==> config.mk <==
export PLATFORM = sky130hd
export DESIGN_NAME = quorum_vote_tracker_unit
export DESIGN_NICKNAME = d
export VERILOG_FILES = /design/src/qvt_pkg.sv /design/src/qvt_cell.sv /design/src/quorum_vote_tracker_unit.sv
export SDC_FILE = /design/constraint.sdc
export NUM_CORES = 1
export LEC_CHECK = 0
export ABC_CLOCK_PERIOD_IN_PS = 9900
export BUFFER_PORTS_ARGS = -buffer_cell sky130_fd_sc_hd__buf_4
export CAP_MARGIN = 0
export CORE_MARGIN = 4
export CORE_UTILIZATION = 45
export CTS_CLUSTER_DIAMETER = 30
export CTS_CLUSTER_SIZE = 25
export DETAILED_ROUTE_END_ITERATION = 16
export PLACE_DENSITY = 0.71
export SKIP_LAST_GASP = 1
export SYNTH_ARGS = -nofsm -noshare
export SYNTH_HDL_FRONTEND = slang
export SYNTH_HIERARCHICAL = 1
export SYNTH_SLANG_ARGS = --single-unit
==> constraint.sdc <==
create_clock -name clk_i -period 9.9 [get_ports clk_i]
set_clock_uncertainty 0.1 [all_clocks]
set_input_delay 0.99 -clock clk_i [delete_from_list [all_inputs] [get_ports clk_i]]
set_output_delay 0.99 -clock clk_i [all_outputs]
set_load 0.02 [all_outputs]
==> src/qvt_pkg.sv <==
// Shared types and codes of the quorum vote tracker.
`timescale 1ns / 1ps

package qvt_pkg;

  // Width of the slot number in a result word.
  localparam int SlotW = 3;
  // Width of the vote count in a result word.
  localparam int CountW = 4;

  // Input word mode codes.
  localparam logic [1:0] MODE_RECORD   = 2'd0;
  localparam logic [1:0] MODE_CLR_SLOT = 2'd1;
  localparam logic [1:0] MODE_CLR_ALL  = 2'd2;

  // Command broadcast to the row of slot cells.
  typedef enum logic [2:0] {
    OP_NONE,
    OP_WITHDRAW,
    OP_VOTE,
    OP_CLR_ONE,
    OP_CLR_ALL
  } op_e;

  // Sequencer states.
  typedef enum logic [2:0] {
    ST_IDLE,
    ST_EXEC,
    ST_VOTE,
    ST_COUNT,
    ST_DONE
  } state_e;

  // Priority chain passed from cell to cell, lowest slot first.
  typedef struct packed {
    logic             found;  // an earlier slot holds the sender's bit
    logic             hit;    // an earlier slot matches the tag
    logic             free;   // an earlier slot is free
    logic             dup;    // the chosen slot already had the sender's bit
    logic [SlotW-1:0] slot;   // number of the selected slot
  } chain_t;

  // One result word.
  typedef struct packed {
    logic              duplicate;
    logic [SlotW-1:0]  slot;
    logic [CountW-1:0] vote_count;
    logic              majority;
    logic              table_full;
  } res_t;

endpackage

==> src/qvt_cell.sv <==
// One vote slot: tag, valid bit, voter bitmap and its link in the priority chain.
`timescale 1ns / 1ps

module qvt_cell #(
  parameter int MAX_REPLICAS = 8,
  parameter int TAG_WIDTH    = 32,
  parameter int IDX          = 0
) (
  input  logic                    clk_i,
  input  logic                    rst_ni,
  input  qvt_pkg::op_e            op_i,
  input  logic                    active_i,
  input  logic                    clr_sel_i,
  input  logic [TAG_WIDTH-1:0]    tag_i,
  input  logic [MAX_REPLICAS-1:0] bit_i,
  input  logic [MAX_REPLICAS-1:0] mask_i,
  input  logic                    match_any_i,
  input  qvt_pkg::chain_t         chain_i,
  output qvt_pkg::chain_t         chain_o,
  input  logic [MAX_REPLICAS-1:0] acc_i,
  output logic [MAX_REPLICAS-1:0] acc_o
);

  logic                    valid_q, valid_d;
  logic                    sel_q, sel_d;
  logic [TAG_WIDTH-1:0]    tag_q, tag_d;
  logic [MAX_REPLICAS-1:0] bits_q, bits_d;
  logic [MAX_REPLICAS-1:0] rest;
  logic                    eq, has_bit, my_found, my_match, my_free, claim, dup_here;

  always_comb begin
    eq       = valid_q && (tag_q == tag_i);
    has_bit  = |(bits_q & bit_i);
    rest     = bits_q & ~bit_i;
    my_found = active_i && has_bit && !chain_i.found;
    my_match = active_i && eq && !chain_i.hit;
    my_free  = active_i && !valid_q && !chain_i.free;
    claim    = my_free && !match_any_i;

    case (op_i)
      qvt_pkg::OP_WITHDRAW: dup_here = my_found && eq;
      qvt_pkg::OP_VOTE:     dup_here = my_match && has_bit;
      default:              dup_here = 1'b0;
    endcase

    chain_o.found = chain_i.found | my_found;
    chain_o.hit   = chain_i.hit | my_match;
    chain_o.free  = chain_i.free | my_free;
    chain_o.dup   = chain_i.dup | dup_here;
    chain_o.slot  = sel_q ? qvt_pkg::SlotW'(IDX) : chain_i.slot;
    acc_o         = acc_i | (sel_q ? (bits_q & mask_i) : '0);
  end

  always_comb begin
    valid_d = valid_q;
    sel_d   = sel_q;
    tag_d   = tag_q;
    bits_d  = bits_q;
    case (op_i)
      qvt_pkg::OP_WITHDRAW: begin
        sel_d = my_found && eq;
        if (my_found && !eq) begin
          bits_d = rest;
          if ((rest & mask_i) == '0) begin
            valid_d = 1'b0;
            tag_d   = '0;
            bits_d  = '0;
          end
        end
      end
      qvt_pkg::OP_VOTE: begin
        sel_d = my_match || claim;
        if (my_match) begin
          bits_d = bits_q | bit_i;
        end else if (claim) begin
          valid_d = 1'b1;
          tag_d   = tag_i;
          bits_d  = bit_i;
        end
      end
      qvt_pkg::OP_CLR_ONE: begin
        if (clr_sel_i) begin
          valid_d = 1'b0;
          tag_d   = '0;
          bits_d  = '0;
        end
      end
      qvt_pkg::OP_CLR_ALL: begin
        valid_d = 1'b0;
        tag_d   = '0;
        bits_d  = '0;
      end
      default: begin
      end
    endcase
  end

  always_ff @(posedge clk_i or negedge rst_ni) begin
    if (!rst_ni) begin
      valid_q <= 1'b0;
      sel_q   <= 1'b0;
      bits_q  <= '0;
    end else begin
      valid_q <= valid_d;
      sel_q   <= sel_d;
      bits_q  <= bits_d;
    end
  end

  always_ff @(posedge clk_i) begin
    tag_q <= tag_d;
  end

endmodule

==> src/quorum_vote_tracker_unit.sv <==
// Top level of the quorum vote tracker: sequencer, result register and the row of slot cells.
//
//   channel  direction  handshake                 payload
//   in       input      in_valid_i / in_ready_o   mode_i, sender_i, tag_i, slot_select_i
//   out      output     out_valid_o / out_ready_i duplicate_o, slot_o, vote_count_o,
//                                                 majority_o, table_full_o
//   cfg      input      cfg_valid_i / cfg_ready_o cfg_data_i (num_replicas)
//
// One word is worked on at a time. A vote passes through accept, withdraw pass, vote pass,
// count pass and hand-off; its result word is valid once the hand-off has loaded the output
// register. A vote that finds no matching and no free slot skips the count pass; clears,
// the unused mode and senders out of range hand off right after the first pass over the row.
// Reset empties every slot and sets num_replicas to 3.
// A stalled output holds the sequencer in its hand-off state; the input is not taken again
// until the previous word has moved into the output register.
`timescale 1ns / 1ps

module quorum_vote_tracker_unit #(
  parameter int MAX_REPLICAS = 8,
  parameter int TAG_WIDTH    = 32
) (
  input  logic               clk_i,
  input  logic               rst_ni,
  // input words
  input  logic               in_valid_i,
  output logic               in_ready_o,
  input  logic [1:0]         mode_i,
  input  logic [2:0]         sender_i,
  input  logic signed [31:0] tag_i,
  input  logic [2:0]         slot_select_i,
  // result words
  output logic               out_valid_o,
  input  logic               out_ready_i,
  output logic               duplicate_o,
  output logic [2:0]         slot_o,
  output logic [3:0]         vote_count_o,
  output logic               majority_o,
  output logic               table_full_o,
  // configuration
  input  logic               cfg_valid_i,
  output logic               cfg_ready_o,
  input  logic [3:0]         cfg_data_i
);

  // Width that holds the replica count itself.
  localparam int NW = $clog2(MAX_REPLICAS + 1);

  qvt_pkg::state_e         state_q, state_d;
  qvt_pkg::op_e            op;
  logic [3:0]              num_replicas_q;
  logic [NW-1:0]           n_act;
  logic [NW-1:0]           cnt;

  // Captured input word.
  logic [1:0]              mode_q;
  logic [2:0]              sender_q;
  logic [TAG_WIDTH-1:0]    tag_q;
  logic [2:0]              sel_q;

  logic                    dup_q, dup_d;
  qvt_pkg::res_t           res_q, res_d;
  qvt_pkg::res_t           out_q;
  logic                    out_valid_q;
  logic                    load_out;
  logic                    sender_ok;

  logic [MAX_REPLICAS-1:0] active, clr_sel, mask, bitv;
  qvt_pkg::chain_t         chain [MAX_REPLICAS+1];
  logic [MAX_REPLICAS-1:0] acc   [MAX_REPLICAS+1];
  qvt_pkg::chain_t         chain_end;

  // Clamp the replica count to 1..MAX_REPLICAS.
  always_comb begin
    if (num_replicas_q == '0) begin
      n_act = NW'(1);
    end else if (32'(num_replicas_q) > MAX_REPLICAS) begin
      n_act = NW'(MAX_REPLICAS);
    end else begin
      n_act = NW'(num_replicas_q);
    end
  end

  // Per-slot and per-bit broadcast lines; slot count and bitmap width are the same.
  always_comb begin
    for (int i = 0; i < MAX_REPLICAS; i++) begin
      active[i]  = 32'(n_act) > i;
      mask[i]    = 32'(n_act) > i;
      bitv[i]    = 32'(sender_q) == i;
      clr_sel[i] = 32'(sel_q) == i;
    end
  end

  assign sender_ok = 32'(sender_q) < 32'(n_act);

  // Row of slot cells; the priority chain enters at slot 0.
  assign chain[0] = '0;
  assign acc[0]   = '0;

  for (genvar g = 0; g < MAX_REPLICAS; g++) begin : g_cell
    qvt_cell #(
      .MAX_REPLICAS (MAX_REPLICAS),
      .TAG_WIDTH    (TAG_WIDTH),
      .IDX          (g)
    ) u_cell (
      .clk_i       (clk_i),
      .rst_ni      (rst_ni),
      .op_i        (op),
      .active_i    (active[g]),
      .clr_sel_i   (clr_sel[g]),
      .tag_i       (tag_q),
      .bit_i       (bitv),
      .mask_i      (mask),
      .match_any_i (chain_end.hit),
      .chain_i     (chain[g]),
      .chain_o     (chain[g+1]),
      .acc_i       (acc[g]),
      .acc_o       (acc[g+1])
    );
  end

  assign chain_end = chain[MAX_REPLICAS];
  assign cnt       = NW'($countones(acc[MAX_REPLICAS]));

  // Sequencer: clear or withdraw pass, vote pass, count pass, then hand the word to the output.
  always_comb begin
    state_d    = state_q;
    op         = qvt_pkg::OP_NONE;
    dup_d      = dup_q;
    res_d      = res_q;
    load_out   = 1'b0;
    in_ready_o = 1'b0;
    case (state_q)
      qvt_pkg::ST_IDLE: begin
        in_ready_o = 1'b1;
        if (in_valid_i) begin
          state_d = qvt_pkg::ST_EXEC;
        end
      end
      qvt_pkg::ST_EXEC: begin
        res_d   = '0;
        state_d = qvt_pkg::ST_DONE;
        case (mode_q)
          qvt_pkg::MODE_CLR_SLOT: begin
            op         = qvt_pkg::OP_CLR_ONE;
            res_d.slot = sel_q;
          end
          qvt_pkg::MODE_CLR_ALL: begin
            op = qvt_pkg::OP_CLR_ALL;
          end
          qvt_pkg::MODE_RECORD: begin
            // Drop a sender beyond the active replicas; otherwise pull its old vote.
            if (sender_ok) begin
              op      = qvt_pkg::OP_WITHDRAW;
              dup_d   = chain_end.dup;
              state_d = qvt_pkg::ST_VOTE;
            end
          end
          default: begin
          end
        endcase
      end
      qvt_pkg::ST_VOTE: begin
        if (dup_q) begin
          state_d = qvt_pkg::ST_COUNT;
        end else begin
          op = qvt_pkg::OP_VOTE;
          if (!chain_end.hit && !chain_end.free) begin
            // No match and no free slot: drop the vote.
            res_d.table_full = 1'b1;
            state_d          = qvt_pkg::ST_DONE;
          end else begin
            dup_d   = chain_end.dup;
            state_d = qvt_pkg::ST_COUNT;
          end
        end
      end
      qvt_pkg::ST_COUNT: begin
        res_d.duplicate  = dup_q;
        res_d.slot       = chain_end.slot;
        res_d.vote_count = qvt_pkg::CountW'(cnt);
        res_d.majority   = cnt > (n_act >> 1);
        res_d.table_full = 1'b0;
        state_d          = qvt_pkg::ST_DONE;
      end
      qvt_pkg::ST_DONE: begin
        // Hold until the output register is empty or being drained.
        if (!out_valid_q || out_ready_i) begin
          load_out = 1'b1;
          state_d  = qvt_pkg::ST_IDLE;
        end
      end
      default: begin
        state_d = qvt_pkg::ST_IDLE;
      end
    endcase
  end

  always_ff @(posedge clk_i or negedge rst_ni) begin
    if (!rst_ni) begin
      state_q        <= qvt_pkg::ST_IDLE;
      num_replicas_q <= 4'd3;
      out_valid_q    <= 1'b0;
      dup_q          <= 1'b0;
    end else begin
      state_q <= state_d;
      dup_q   <= dup_d;
      if (cfg_valid_i) begin
        num_replicas_q <= cfg_data_i;
      end
      if (load_out) begin
        out_valid_q <= 1'b1;
      end else if (out_ready_i) begin
        out_valid_q <= 1'b0;
      end
    end
  end

  // Payload registers: captured input word, working result, output word.
  always_ff @(posedge clk_i) begin
    if (in_valid_i && in_ready_o) begin
      mode_q   <= mode_i;
      sender_q <= sender_i;
      tag_q    <= TAG_WIDTH'(tag_i);
      sel_q    <= slot_select_i;
    end
    res_q <= res_d;
    if (load_out) begin
      out_q <= res_q;
    end
  end

  assign cfg_ready_o  = 1'b1;
  assign out_valid_o  = out_valid_q;
  assign duplicate_o  = out_q.duplicate;
  assign slot_o       = out_q.slot;
  assign vote_count_o = out_q.vote_count;
  assign majority_o   = out_q.majority;
  assign table_full_o = out_q.table_full;

endmodule
==> results of run 1 <==
[through the flow]
stage / area [sq um] / power, mW / instances / setup slack [ps] / hold WS [ps]
5_1_grt: 28440 / 9.365 / 3094 / 2552 / 244.0
3_3_place_gp: 25210 / 5.613 / 2922 / 3255 / 303.6
3_5_place_dp: 25210 / 5.747 / 2922 / 3044 / 304.5
2_1_floorplan: 23580 / 4.835 / 2173 / 602.3 / 300.3
6_report: 28440 / 8.930 / 3094 / 2830 / 231.3
4_1_cts: 28440 / 8.934 / 3094 / 2932 / 220.2
[critical path, stage by stage (launching register included)]
cell and delay (ps):
dfrtp_1 350, buf_4 240, inv_1 230, nand2_1 550
o21a_1 610, a31o_2 370, a31o_2 200, a31o_2 200
a31o_2 210, a31o_2 200, a31o_2 210, a31o_2 210
a31o_2 210, inv_1 70, fa_1 440, fa_1 450
inv_1 70, ha_1 170, inv_1 80, fa_1 510
inv_1 50, ha_1 300, nor2b_1 140, o21ai_0 250
nand2b_1 150, a31o_1 240
[metal layers]
metal	track usage	up-vias	part of all wire
met5	0	-	0
met1	0.3129	8988	0.42
met2	0.3514	879	0.46
met4	0.08846	0	0.034
met3	0.04712	179	0.085
li1	-	8266	-
[power groups by stage]
stage                     Combinational (mW)  Clock (mW)  Sequential [mW]
after floorplan                         1.92           0             2.92
after global placement                  2.70           0             2.91
after detailed placement                2.81           0             2.93
after CTS                               2.86        3.16             2.91
after global routing                    3.14        3.26             2.97
final                                   2.89        3.12             2.92
[registers in the layout (all words and copies together) (netlist names)]
name and cells:
sender_q 3, duplicate_o 1, g_cell.u_cell/sel_q 8, out_valid_o 1, g_cell.u_cell/valid_q 8, vote_count_o 4, tag_q 32, res_q 10
dup_q 1, g_cell.u_cell/tag_q 256, slot_o 3, num_replicas_q 4, state_q 3, sel_q 3, majority_o 1, table_full_o 1
mode_q 2, g_cell.u_cell/bits_q 64
[layout by cell type (no fill, tap or decap), types with 63 or more instances in the layout]
cell,count
edfxtp_1,316
and2_1,248
inv_1,210
nand2_1,129
nand4_1,128
buf_4,125
xnor2_1,105
clkbuf_16,94
dfrtp_1,87
xor2_1,69
a31o_2,65
o221ai_1,63
[worst max path at each step]
stage,from,endpoint,slack [ps],cells after the start
final,num_replicas_q[3],res_q[1],2830,25
after global routing,num_replicas_q[3],res_q[1],2550,25
after CTS,num_replicas_q[3],res_q[1],2930,25
after detailed placement,num_replicas_q[3],res_q[1],3040,25
after global placement,num_replicas_q[3],res_q[1],3260,25
after floorplan,num_replicas_q[3],g_cell[7].u_cell/tag_q[0],600,13
[final cells by class]
class / count / area [sq um]
fill: 4271 / 22960
sequential: 405 / 11720
multi-input combinational: 1500 / 10910
clock buffer: 108 / 2425
timing repair buffer: 125 / 938.4
tap: 680 / 850.8
clock inverter: 64 / 805.8
inverter: 212 / 795.8
==> results.cfg, run 1 <==
[route]
drtIter0Drc = 2214
wire_per_inst_um = 21.03
drcViolationCount = 0
via_count = 18310
dr.pass1.iters = 6
drt_wl_total_mm = 65.06
viasPerCell = 5.919
drtAntennaViolNets = 0

[sta]
rsz0062_at_grt = no
tightest_slew_ps = 1228
maxSlewViolCount = 0
setup_violations = 0
final.min_clock_period_ps = 7070
finalSetupTns_ps = 0
slew_headroom = 0.1779
final_hold_viol_count = 0
finalCritPeriodShare = 0.7142
fmax_ghz = 0.1414

[placed_design]
gp_congestion = 0.8932
hpwl_mm = 42.68
port_buffers = 60

[power]
power_frac_seq = 0.327
combPwrFrac = 0.323
clkPwrFrac = 0.349
p_switching_mw = 3.136
vdd_drop_max_mv = 0.1887
power.leakage_nw = 10.62
power_density_nw_per_um2 = 314.0
intPower_mw = 5.795
p_sw_frac = 0.3511

[floorplan]
io_pins = 62
die_x_um = 236.2
fp.dieH_um = 236.2
start_util = 0.4558
die_area_sq_um = 55780
row_count = 83
core_sq_um = 51410

[cts]
postCtsSetupBuffers = 0
htreeDepth = 3
clock_latency_ps = 630
cts_tree = yes
cts_buffers = 93
path_clk_slew_ps = 50
clockBufferDepth = 3
post_cts_resized = 0
cts_sinks = 405
cts_root_buf = clkbuf_16
hold_buffers = 0

[global_routing]
grt_pass1_vias = 17830
grt_pass1_wl_mm = 100.9
antenna_found_initial = 0
grt_max_degree = 56
track_usage = 0.2262
grt_overflow = 0

[outcome]
status = completed

[hold_path]
hold_class = in2async

[finish]
drive_gt1_frac = 0.1901
postLayoutCoreUtil = 0.5533
num_antenna_cells = 0
area_growth_pct = 21.39
fin_nets = 2398

[critical_path]
end_kind = flop
path_class = reg2reg
arrival_ps = 7340
crit_required_ps = 10170
worstRegToRegCells = 25
cp-start-kind = flop
timing.rr.start = num_replicas_q[3]
cp_max_fo = 27
r2r-end = res_q[1]
rrSetupSlack_ps = 2830

[logic_synthesis]
syn_avg_cell_area_sq_um = 10.98
synthCells = 2134
ys_warn_count = 6
synth_area_sq_um = 23430

[flow_run]
maxCapViolCount = 0
No activity file was read; power rests on OpenSTA's default activity.
==> run 2: changes to the inputs <==
--- a/config.mk
+++ b/config.mk
@@ -5,7 +5,7 @@
 export SDC_FILE = /design/constraint.sdc
 export NUM_CORES = 1
 export LEC_CHECK = 0
-export ABC_CLOCK_PERIOD_IN_PS = 9900
+export ABC_CLOCK_PERIOD_IN_PS = 7200
 export BUFFER_PORTS_ARGS = -buffer_cell sky130_fd_sc_hd__buf_4
 export CAP_MARGIN = 0
 export CORE_MARGIN = 4
@@ -13,7 +13,7 @@
 export CTS_CLUSTER_DIAMETER = 30
 export CTS_CLUSTER_SIZE = 25
 export DETAILED_ROUTE_END_ITERATION = 16
-export PLACE_DENSITY = 0.71
+export PLACE_DENSITY = 0.69
 export SKIP_LAST_GASP = 1
 export SYNTH_ARGS = -nofsm -noshare
 export SYNTH_HDL_FRONTEND = slang
==> constraint.sdc (replaced) <==
create_clock -name clk_i -period 7.2 [get_ports clk_i]
set_clock_uncertainty 0.1 [all_clocks]
set_input_delay 0.72 -clock clk_i [delete_from_list [all_inputs] [get_ports clk_i]]
set_output_delay 0.72 -clock clk_i [all_outputs]
set_load 0.02 [all_outputs]
==> run 2 against run 1 <==
Net effect:
- sequential share of layout area fell by 0.11 points
- final area rose by 0.26%
- register-to-register slack got worse by 1800 ps
- total power rose by 38%
- sequential cell count did not move
- worst hold slack got worse by 63 ps
- critical endpoint unchanged
- setup slack got worse by 1800 ps
- combinational power rose by 35%
- critical path type unchanged
- die area did not move
- final cell count rose by 0.19%
- clock-buffer cell count fell by 8
- largest cell class unchanged
==> results.cfg, run 2 (synthesis results as in run 1) <==
[hold_path]
hold_class = in2reg
worstHoldStart = tag_i[20]

[critical_path]
crit_required_ps = 7460
cp-start-kind = flop
path_class = reg2reg
rrSetupSlack_ps = 1010
critPathBufInv = 5
cp_common_cell = a31o_2
critPathMaxStageDelay_ps = 530
end_kind = flop
arrival_ps = 6440
crit_path_start = num_replicas_q[3]
slowest_stage = fa_1
crit_family = adder cells
worstPathCellList = or3_1 -> buf_4 -> a31o_2 -> a31o_2 -> a31o_2 -> a31o_2 -> a31o_2 -> a31o_2 -> a31o_2 -> inv_1 -> fa_1 -> fa_1 -> fa_1 -> inv_1 -> ha_1 -> inv_1 -> fa_1 -> inv_1 -> ha_1 -> nor2b_1 -> o21ai_0 -> nand2b_1 -> a31o_1
cp_max_fo = 20
timing.rr.start = num_replicas_q[3]

[cts]
post_cts_resized = 0
cts_tree = yes
path_clk_slew_ps = 50
htreeDepth = 3
clockBufferDepth = 3
cts_root_buf = clkbuf_16
cts_buffers = 92
cts_sinks = 405
clock_latency_ps = 630

[power]
power.leakage_nw = 10.63
p_switching_mw = 4.383
power_density_nw_per_um2 = 432.3
power_frac_seq = 0.333
clkPwrFrac = 0.349
intPower_mw = 7.944
power_mw = 12.33
combPwrFrac = 0.318
p_sw_frac = 0.3555
vdd_drop_max_mv = 0.3057

[placed_design]
gp_congestion = 0.9698
hpwl_mm = 46.59
port_buffers = 60
place_area_sq_um = 25250

[flow_run]
maxCapViolCount = 0

[global_routing]
grt_pass1_wl_mm = 104.3
grt_pass1_vias = 17810
grt_overflow = 0
grt_max_degree = 63
antenna_found_initial = 0
track_usage = 0.2368

[route]
dr.pass1.iters = 6
drtIter0Drc = 2100
wire_per_inst_um = 21.88
viasPerCell = 5.903
drtAntennaViolNets = 0
via_count = 18300
drcViolationCount = 0
drt_wl_total_mm = 67.83

[finish]
n_fill_cell = 4288
fin_nets = 2402
largest_registers = g_cell.u_cell/tag_q x256, g_cell.u_cell/bits_q x64, tag_q x32
postLayoutCoreUtil = 0.5547
regMostFlops = g_cell.u_cell/tag_q
final_common_cell = edfxtp_1
largest_reg_flops = 256
final_area_sq_um = 28520
num_antenna_cells = 0
drive_gt1_frac = 0.1963
final_cell_mix = edfxtp_1 (316), and2_1 (248), inv_1 (210), nand2_1 (129), buf_4 (129)
area_growth_pct = 21.71

[floorplan]
die_x_um = 236.2
start_util = 0.4558
fp.dieH_um = 236.2
die_area_sq_um = 55780
row_count = 83
io_pins = 62
core_sq_um = 51410

[sta]
setup_violations = 0
finalCritPeriodShare = 0.8592
final.min_clock_period_ps = 6186
rsz0062_at_grt = no
finalSetupTns_ps = 0
final_hold_viol_count = 0
fmax_ghz = 0.1616
slew_headroom = 0.1033
maxSlewViolCount = 0
tightest_slew_ps = 1339

[outcome]
status = completed
[run 2: changes by cell type in the layout (fill, tap and decap cells not counted), moves of 2 or more]
cell / change
inv_6: +4
clkinv_1: -4
clkinv_8: -2
clkbuf_1: -7
clkinvlp_4: +9
clkinv_4: +2
buf_4: +4
[run 2: stage by stage]
step / worst slack (ps) / hold WS [ps] / instances
5_1_grt: 685.9 / 135.9 / 3100
4_1_cts: 1062 / 135.1 / 3100
3_5_place_dp: 1118 / 305.2 / 2926
2_1_floorplan: 232.2 / 300.3 / 2173
3_3_place_gp: 1185 / 304.3 / 2926
6_report: 1014 / 167.9 / 3100
[run 2: power by group through the flow]
| stage | Clock, mW | Sequential (mW) | Combinational (mW) |
|---|---|---|---|
| 2_1_floorplan | 0 | 4.01 | 2.63 |
| 3_3_place_gp | 0 | 4.10 | 3.71 |
| 3_5_place_dp | 0 | 4.14 | 3.82 |
| 4_1_cts | 4.36 | 4.10 | 3.88 |
| 5_1_grt | 4.49 | 4.18 | 4.27 |
| 6_report | 4.30 | 4.11 | 3.91 |
[run 2: layout make-up]
class | instances | area, sq um | share of cell area
timing repair buffer | 130 | 978.4 | 0.03431
sequential | 405 | 11720 | 0.4110
clock buffer | 100 | 2385 | 0.08363
clock inverter | 73 | 868.3 | 0.03045
multi-input combinational | 1500 | 10920 | 0.3829
inverter | 212 | 795.8 | 0.02791
tap | 680 | 850.8 | 0.02984
[run 2: path summary, 6_finish.rpt]
path                       depth (start not counted)                    endpoint
min                                                1                   tag_q[20]
max reg2reg                                       23                    res_q[1]
min in group asynchronous                          2  g_cell[4].u_cell/bits_q[2]
max in group asynchronous                          3           num_replicas_q[2]
max                                               23                    res_q[1]
min reg2reg                                        0             vote_count_o[1]
[run 2: metal layers]
layer  up-vias  part of all wire  track usage
met5         -                 0            0
met4         0             0.036      0.08776
met3       164             0.076      0.04501
met2       863              0.46       0.3708
met1      9002              0.43       0.3302
li1       8271                 -            -
[run 2: repair_timing]
| item | 4_1_cts | 5_1_grt |
|---|---|---|
| hold buffers | 1 | 0 |
| setup buffers | 0 | 0 |
| hold endpoints to repair | 27 | 0 |
